### src/hdl/vlr_pkg.sv
// ----------------------------------------------------------------------------
// vlr_pkg: shared types and constants for the vector length rescaler
// Widths of the component, product, sum-of-squares and root datapaths.
// ----------------------------------------------------------------------------
package vlr_pkg;

   localparam int COMP_WIDTH = 32;
   localparam int PROD_WIDTH = 2 * COMP_WIDTH;
   localparam int SUM_WIDTH  = 2 * COMP_WIDTH + 2;
   localparam int ROOT_STEPS = SUM_WIDTH / 2;
   localparam int REM_WIDTH  = COMP_WIDTH + 4;
   localparam int DIV_STEPS  = COMP_WIDTH;

   typedef logic [COMP_WIDTH-1:0] comp_type;
   typedef logic [PROD_WIDTH-1:0] prod_type;
   typedef logic [SUM_WIDTH-1:0]  sum_type;

   typedef struct packed {
      logic big;
      logic neg;
   } div_flags_type;

   function automatic comp_type magnitude(comp_type v);
      return v[COMP_WIDTH-1] ? comp_type'(0) - v : v;
   endfunction

endpackage

### src/hdl/vlr_lane.sv
// ----------------------------------------------------------------------------
// vlr_lane: per-component front end
// Takes magnitudes, then forms the square and the product with the target.
// ----------------------------------------------------------------------------
module vlr_lane (
   input  logic               clock,
   input  vlr_pkg::comp_type  comp,
   input  vlr_pkg::comp_type  target,
   output vlr_pkg::prod_type  square,
   output vlr_pkg::prod_type  product,
   output logic               neg
);

   vlr_pkg::comp_type mag_ff, tmag_ff;
   logic              neg1_ff;
   vlr_pkg::prod_type square_ff, product_ff;
   logic              neg2_ff;

   always_ff @(posedge clock) begin
      mag_ff     <= vlr_pkg::magnitude(comp);
      tmag_ff    <= vlr_pkg::magnitude(target);
      neg1_ff    <= comp[vlr_pkg::COMP_WIDTH-1] ^ target[vlr_pkg::COMP_WIDTH-1];
      square_ff  <= vlr_pkg::PROD_WIDTH'(mag_ff) * vlr_pkg::PROD_WIDTH'(mag_ff);
      product_ff <= vlr_pkg::PROD_WIDTH'(mag_ff) * vlr_pkg::PROD_WIDTH'(tmag_ff);
      neg2_ff    <= neg1_ff;
   end

   assign square  = square_ff;
   assign product = product_ff;
   assign neg     = neg2_ff;

endmodule

### config.mk
export PLATFORM = sky130hd
export DESIGN_NAME = vlr_lane
export DESIGN_NICKNAME = d
export VERILOG_FILES = /design/src/hdl/vlr_pkg.sv /design/src/hdl/vlr_lane.sv
export SDC_FILE = /design/constraint.sdc
export NUM_CORES = 2
export LEC_CHECK = 0
export BUFFER_PORTS_ARGS = -buffer_cell sky130_fd_sc_hd__buf_2
export CORE_MARGIN = 5
export CORE_UTILIZATION = 31
export CTS_BUF_LIST = sky130_fd_sc_hd__clkbuf_4 sky130_fd_sc_hd__clkbuf_8
export CTS_CLUSTER_SIZE = 28
export DETAILED_ROUTE_END_ITERATION = 8
export PLACE_DENSITY = 0.56
export REMOVE_ABC_BUFFERS = 1
export SYNTH_ARGS = -nofsm -noshare
export SYNTH_HDL_FRONTEND = slang
export SYNTH_SLANG_ARGS = --single-unit
### constraint.sdc
create_clock -name clock -period 9.7 [get_ports clock]
set_input_delay 0.485 -clock clock [delete_from_list [all_inputs] [get_ports clock]]
set_output_delay 0.485 -clock clock [all_outputs]
set_load 0.05 [all_outputs]
==> results_dict.tcl <==
set metrics [dict create \
    fin_worst_skew_ps 74.8 \
    yosysSeqAreaShare_pct 5.71 \
    route.detailed.drc 0 \
    synth_fa_ha_area_share_pct 60.4 \
    post-cts-setup-buffers 0 \
    synth_cells 7233 \
    rows 171 \
    cts.htree.levels 4 \
    fin_cells 10100 \
    period_share_pct 92.7 \
    area_growth_syn_to_layout_pct 7.74 \
    min_to "tmag_ff[1]$_DFF_P_" \
    ys_seq_elements 193 \
    worst_pin_slew_ps 1300 \
    final_util_pct 33.6 \
    hold_buffers 52 \
    synth-async-reset-ratio_pct 0 \
    post-dp-hpwl_mm 165 \
    fin_nets 9569 \
    core_um2 217000 \
    crit_fanout 25 \
    setup_viol 0 \
    end_kind "register" \
    fmax_mhz 111 \
    synth-simple-area-share_pct 14.1 \
    dieArea_um2 228000 \
    cap_violations 0 \
    status "finished clean" \
    r2r_end "square[61]$_DFF_P_" \
    final_cell_mix "1,839 x inv_1, 1,688 x fa_1, 845 x and2_1" \
    dp.cells 10000 \
    first_pass_iters 6 \
    slew_headroom_pct 13.3 \
    max_stage_delay_ps 910 \
    hold_class "in -> reg" \
    drtAntennaViolNets 0 \
    path_class "reg -> reg" \
    crit_slowest_cell "dfxtp_2" \
    drt-total-wl_mm 201 \
    die_h_um 477 \
    clk_pin_slew_ps 140 \
    grt_usage_pct 18.1 \
    cp_data_arrival_time_ps 9620 \
    cts_tree "done" \
    synth_edf_count 0 \
    synthMuxAreaShare_pct 0.0462 \
    synth-main-ff-cell "dfxtp_1" \
    gp_congestion 0.922 \
    rsz0062_at_grt "no" \
    cts.sinks 193 \
    drive_gt1_share_pct 5.81 \
    vias_per_cell 4.73 \
    place_ws_ps 866 \
    nFillCells 22200 \
    tns_ps 0 \
    crit_path_start_kind "register" \
    clk_path_buf_depth 2 \
    synth_compound_area_share_pct 4.54 \
    port_buffers 192 \
    pin_count 194 \
    yosys_warnings 0 \
    path_cells "buf_4, nand2_1, fa_1, inv_1, fa_1, inv_1, fa_1, fa_1, inv_1, fa_1, fa_1, fa_1, ha_1, ha_1, and3_1, and2_1, a221oi_1, o221ai_1, a41o_1, o21ai_1, o21ai_1, a211o_1, a21oi_1, xnor2_1" \
    worstHoldPathCells 3 \
    synth_top_family_by_area "adder cells" \
    rr_worst_depth 24 \
    drv_slew 0 \
    crit_top_cell "fa_1" \
    start_util_pct 31.1 \
    grt_pass1_wl_mm 318 \
    clk_latency_ps 730 \
    chipWidth_um 477 \
    first_iter_violations 2721 \
    reg2reg_from "mag_ff[27]$_DFF_P_" \
    final_common_cell "inv_1" \
    finalHoldViolations 0 \
    avgSynthCellArea_um2 9.35 \
    antenna_found_initial 27 \
    fin_ws_ps 706 \
    dr_total_vias 47900 \
    first_global_vias 54300 \
    worstHoldStart "target[1]" \
    ctsResizeCount 0 \
    grt_start_max_net_pins 49 \
    synth_xor_area_share_pct 2.90 \
    r2r_setup_slack_ps 710 \
    ctsRootBufferMaster "clkbuf_8" \
    synthesis.area_um2 67600 \
    required_ps 10330 \
    min_period_ps 8990 \
    synth_cell_types 73 \
    grt_overflow 0 \
    crit_start "mag_ff[27]$_DFF_P_" \
    wire_per_inst_um 19.8 \
    cts_made_buffers 17 \
]
[final cells by class]
class | instances | area [µm²] | share of cell area (%)
timing repair buffer | 367 | 2550 | 3.51
clock buffer | 18 | 248 | 0.340
sequential | 193 | 3910 | 5.37
inverter | 1840 | 6910 | 9.48
tap | 2854 | 3570 | 4.90
clock inverter | 14 | 164 | 0.225
multi-input combinational | 4832 | 55500 | 76.2
antenna | 7 | 17.5 | 0.0240
[critical path: cells and delay by family, from the launching register on]
kind | cells | cell delay, ps
adder cells (fa/ha/maj) | 9 | 4240
AO/OA/AOI/OAI | 7 | 2320
flip-flops | 1 | 910
buffers and inverters | 4 | 710
AND/OR/NAND/NOR | 3 | 590
XOR/XNOR | 1 | 140
[flip-flops by register name, indices dropped and copies added, names as in the netlist]
register,count
tmag_ff,32
neg1_ff,1
mag_ff,32
square,63
neg,1
product,64
[synthesized netlist by cell type, drive strengths merged (28+ instances only)]
master / count / area share [%]
inv: 1840 / 10
fa: 1688 / 50
and2: 845 / 7.8
nand2: 793 / 4.4
ha: 565 / 10
clkbuf: 357 / 2.0
dfxtp: 193 / 5.7
xnor2: 148 / 1.9
a21oi: 130 / 0.96
o21ai: 93 / 0.70
nor2: 88 / 0.49
xor2: 76 / 0.98
a21o: 69 / 0.77
nand4: 28 / 0.26
[worst max-delay path by stage]
stage / end / slack, ps / depth (start not counted)
after floorplan: square[42]$_DFF_P_ / 1750 / 26
after global placement: square[61]$_DFF_P_ / 980 / 24
after detailed placement: square[61]$_DFF_P_ / 870 / 24
after CTS: square[61]$_DFF_P_ / 820 / 24
after global routing: product[59]$_DFF_P_ / 270 / 26
final: square[61]$_DFF_P_ / 710 / 24
[kinds of logic after synthesis]
logic type	after synthesis
other cells	1
fa+ha+maj	2253
compound gates	466
xor+xnor	224
buf+inv	2208
mux	3
flops	193
simple gates	1885
[per-layer routing]
layer	share of wire, %	wire [µm]	global-route usage (%)
met1	43	85400	23.7
met2	49	99200	31.4
met3	5.6	11200	2.94
met4	2.4	4760	4.09
met5	0.013	26	0
[per-stage QoR]
step / instance area [µm²] / hold slack, ps
floorplan: 66300 / 310
global placement: 71900 / 311
detailed placement: 71900 / 312
CTS: 72900 / 11.7
global route: 72900 / 58.8
finish: 72900 / 101
Power is left out: the tool's default activity adds up to more than one toggle a clock period on the data nets, which glitch-free logic cannot reach.
