## src/hdl/vlr_pkg.sv

```systemverilog
// ----------------------------------------------------------------------------
// vlr_pkg: shared types and constants for the vector length rescaler
// Widths of the component, product, sum-of-squares and root datapaths.
// ----------------------------------------------------------------------------
package vlr_pkg;

   localparam int COMP_WIDTH = 32;
   localparam int PROD_WIDTH = 2 * COMP_WIDTH;
   localparam int SUM_WIDTH  = 2 * COMP_WIDTH + 2;
   localparam int ROOT_STEPS = SUM_WIDTH / 2;
   localparam int REM_WIDTH  = COMP_WIDTH + 4;
   localparam int DIV_STEPS  = COMP_WIDTH;

   typedef logic [COMP_WIDTH-1:0] comp_type;
   typedef logic [PROD_WIDTH-1:0] prod_type;
   typedef logic [SUM_WIDTH-1:0]  sum_type;

   typedef struct packed {
      logic big;
      logic neg;
   } div_flags_type;

   function automatic comp_type magnitude(comp_type v);
      return v[COMP_WIDTH-1] ? comp_type'(0) - v : v;
   endfunction

endpackage

```

## src/hdl/vlr_sqrt.sv

```systemverilog
// ----------------------------------------------------------------------------
// vlr_sqrt: pipelined integer square root
// One root bit per stage, restoring digit recurrence, truncated result.
// ----------------------------------------------------------------------------
module vlr_sqrt (
   input  logic              clock,
   input  vlr_pkg::sum_type  radicand,
   output vlr_pkg::comp_type root
);

   localparam int S  = vlr_pkg::ROOT_STEPS;
   localparam int RW = vlr_pkg::REM_WIDTH;

   vlr_pkg::sum_type rad_ff  [1:S];
   logic [RW-1:0]    rem_ff  [1:S];
   logic [S-1:0]     root_ff [1:S];

   for (genvar k = 1; k <= S; k++) begin : g_stage
      vlr_pkg::sum_type rad_prev;
      logic [RW-1:0]    rem_prev, rem_sh, trial;
      logic [S-1:0]     root_prev;
      if (k == 1) begin : g_first
         assign rad_prev  = radicand;
         assign rem_prev  = '0;
         assign root_prev = '0;
      end else begin : g_next
         assign rad_prev  = rad_ff[k-1];
         assign rem_prev  = rem_ff[k-1];
         assign root_prev = root_ff[k-1];
      end
      always_comb begin
         rem_sh = {rem_prev[RW-3:0], rad_prev[vlr_pkg::SUM_WIDTH-1 -: 2]};
         trial  = RW'({root_prev, 2'b01});
      end
      always_ff @(posedge clock) begin
         rad_ff[k] <= {rad_prev[vlr_pkg::SUM_WIDTH-3:0], 2'b00};
         if (rem_sh >= trial) begin
            rem_ff[k]  <= rem_sh - trial;
            root_ff[k] <= {root_prev[S-2:0], 1'b1};
         end else begin
            rem_ff[k]  <= rem_sh;
            root_ff[k] <= {root_prev[S-2:0], 1'b0};
         end
      end
   end

   assign root = root_ff[S][vlr_pkg::COMP_WIDTH-1:0];

endmodule

```

## config.mk

```make
export PLATFORM = sky130hd
export DESIGN_NAME = vlr_sqrt
export DESIGN_NICKNAME = d
export VERILOG_FILES = /design/src/hdl/vlr_pkg.sv /design/src/hdl/vlr_sqrt.sv
export SDC_FILE = /design/constraint.sdc
export NUM_CORES = 2
export LEC_CHECK = 0
export BUFFER_PORTS_ARGS = -buffer_cell sky130_fd_sc_hd__buf_2
export CAP_MARGIN = 20
export CORE_ASPECT_RATIO = 0.5
export CORE_UTILIZATION = 50
export CTS_CLUSTER_DIAMETER = 100
export DETAILED_ROUTE_END_ITERATION = 10
export GPL_TIMING_DRIVEN = 0
export PLACE_DENSITY = 0.77
export SKIP_LAST_GASP = 1
export SYNTH_ARGS = -nofsm -noshare
export SYNTH_HDL_FRONTEND = slang
export SYNTH_MEMORY_MAX_BITS = 65536
export SYNTH_SLANG_ARGS = --single-unit
```

## constraint.sdc

```tcl
create_clock -name clock -period 3.2 [get_ports clock]
set_clock_uncertainty 0.15 [all_clocks]
set_input_delay 0.16 -clock clock [delete_from_list [all_inputs] [get_ports clock]]
set_output_delay 0.16 -clock clock [all_outputs]
set_load 0.005 [all_outputs]
```

==> results_dict.tcl <==
set metrics [dict create \
    setup_violations 51 \
    synth_top_family_by_area "simple AND/OR/NAND/NOR gates" \
    antenna_found_initial 0 \
    synthMuxAreaShare_pct 0.881 \
    ant_nets 0 \
    crit_fanout 6 \
    overflow 0 \
    routed_wl_um 208000 \
    track_usage_pct 19.9 \
    yosysMostFrequentCell "dfxtp_1" \
    remaining_drc_errors 0 \
    drt-pass1-iter-count 6 \
    synth_warnings 0 \
    area_growth_pct 18.9 \
    dr_total_vias 68300 \
    min-delay-path-class "flop to flop" \
    coreArea_um2 191000 \
    wl_per_cell_um 16.0 \
    cts_inserted_buffers 224 \
    root_buffer "clkbuf_16" \
    synthCells 9594 \
    dieWidth_um 625 \
    dieHeight_um 314 \
    synthesis.nets 10300 \
    synthSimpleGateAreaFrac_pct 12.7 \
    first_iter_violations 3887 \
    grt_pass1_vias 66400 \
    period_share_pct 105 \
    criticalPathCategory "flop to flop" \
    drv_slew 0 \
    crit_path_end_kind "flop" \
    max_slew_margin_pct 31.3 \
    clock_sinks 2653 \
    syn-cell-area_um2 97200 \
    io_buffers 98 \
    die_area_um2 196000 \
    ios 99 \
    htree_levels 4 \
    grt_pass1_wl_um 323000 \
    grt_max_degree 21 \
    cp.arrival_ns 3.94 \
    hpwlAfterDp_um 145000 \
    drive_above_1_share_pct 14.2 \
    clockBufferDepth 4 \
    ys_top_cells_by_area "dfxtp_1 55%, ha_1 7.7%, xnor2_1 4.2%" \
    synth_commonest_cells "2653 x dfxtp_1, 747 x inv_1, 652 x nand2_1" \
    status "finished with violations" \
    syn_avg_cell_area_um2 10.1 \
    place_area_um2 101000 \
    nNetsFinal 10900 \
    ir_drop_uv 571 \
    synth_top_area_share_pct 54.7 \
    grt_setup_unrepaired "true" \
    violations "negative setup slack" \
    synth_area_leader_cell "dfxtp_1" \
    worstSkewPairLatency_ns 0.89 \
    synth_cell_type_count 92 \
    fin_crit_ns 3.37 \
    p_per_area_nw_per_um2 754 \
    synth_flop_cell "dfxtp_1" \
    insertedDiodeCount 0 \
    rows 113 \
    clk_pin_slew_ns 0.08 \
    start_util_pct 50.8 \
    finalSetupTns_ns -2.85 \
    p_leak_uw 0.0531 \
    synthXorXnorAreaFrac_pct 7.97 \
    start_kind "flop" \
    place_ws_ns -1.44 \
    cap_violations 0 \
    yosys_register_bits 2653 \
    synth_edf_count 0 \
    setup_slack_ns -0.175 \
    fmax_ghz 0.296 \
    tritoncts "done" \
    cp_data_required_time_ns 3.77 \
    ys_seq_area_share_pct 54.7 \
    design_area_um2 115000 \
    async_reset_ff_share_pct 0 \
    finalWeightedCongestion 0.952 \
    vias_per_cell 5.26 \
    synth_fa_ha_area_share_pct 7.68 \
    worst-slew-pin-transition_ns 1.02 \
    synth-compound-area-share_pct 12.5 \
    hold_viol_final 0 \
]
-- path summary, 6_finish.rpt --
path,startpoint,cells after the start,to,slack (ns)
worst max register to register,rem_ff[0][373],10,rem_ff[0][412],-0.17
worst max-delay path,rem_ff[0][373],10,rem_ff[0][412],-0.17
worst min register to register,rad_ff[0][360],0,rad_ff[0][426],0.11
worst min-delay path,rad_ff[0][360],0,rad_ff[0][426],0.11
-- final cells by class --
| type | instances | area (um2) |
|---|---|---|
| buffer | 145 | 1070 |
| clock buffer | 297 | 6340 |
| clock inverter | 107 | 1410 |
| fill | 15300 | 75900 |
| inverter | 755 | 2870 |
| multi-input combinational | 5999 | 43700 |
| sequential | 2653 | 53200 |
| tap | 2587 | 3240 |
| timing repair buffer | 438 | 3630 |
| timing repair inverter | 1 | 5.00 |
-- report_power, final --
part	leakage, uW	internal, uW	total [uW]	switching [uW]
combinational	0.0272	7320	15900	8630
sequential	0.0222	38500	42700	4240
clock	0.00377	16300	28400	12100
-- logic make-up after synthesis --
family | count (synthesis)
DFF | 2653
other | 1
adders and majority gates | 596
and+or+nand+nor | 2486
muxes | 77
AOI/OAI and AO/OA | 1954
buffers and inverters | 943
xor gates and xnor gates | 884
-- critical path, stage by stage, from the launching register on --
cell and delay [ns]:
dfxtp_4 0.35, or4_4 0.56, nor3_4 0.21, nand2_2 0.13, or4_4 0.49, nand4_1 0.16, nor4bb_1 0.07, buf_4 0.15
or3_4 0.35, or4_4 0.43, xnor2_1 0.14
-- routing by layer --
layer,vias up,GRT usage (%),wire (um)
met1,31800,21.0,81200
met4,0,10.6,12000
met5,-,0,0
met2,1730,37.8,107000
met3,633,3.16,8340
li1,34100,-,-
-- sequential cells by signal, summed over array words and instances (netlist names) --
signal   cells
rad_ff    1056
rem_ff    1037
root_ff    560
-- cell usage in the layout, fill, tap and decap left out, types with 91 or more instances in the layout --
cell type / count
o21a_1: 91
ha_1: 526
dlygate4sd3_1: 133
nand3_1: 160
nor2_1: 584
a21oi_1: 585
xor2_1: 419
buf_4: 196
clkbuf_16: 238
nand4_1: 105
o21ai_0: 421
nand2_1: 623
dfxtp_1: 2605
nand2b_1: 101
buf_2: 105
a21o_1: 226
xnor2_1: 461
nor3_1: 199
inv_1: 736
-- metrics by stage --
step | hold WS, ns | instances | total power [uW] | utilization, %
floorplan | 0.0377 | 9594 | 53200 | -
global route | 0.130 | 13000 | 91500 | 60.3
detailed placement | 0.114 | 12300 | 57300 | 52.7
CTS | 0.116 | 12900 | 86600 | 58.8
global placement | 0.112 | 12300 | 57000 | 52.7
finish | 0.115 | 13000 | 87100 | 60.3
-- repair_timing --
action,4_1_cts,5_1_grt
setup buffers,90,104
setup endpoints to repair,880,746
pin swaps,76,163
hold buffers,133,0
cloned,2,13
resized for setup,493,519
hold endpoints to repair,67,0
Note: power is estimated with default switching activity, not from simulation.
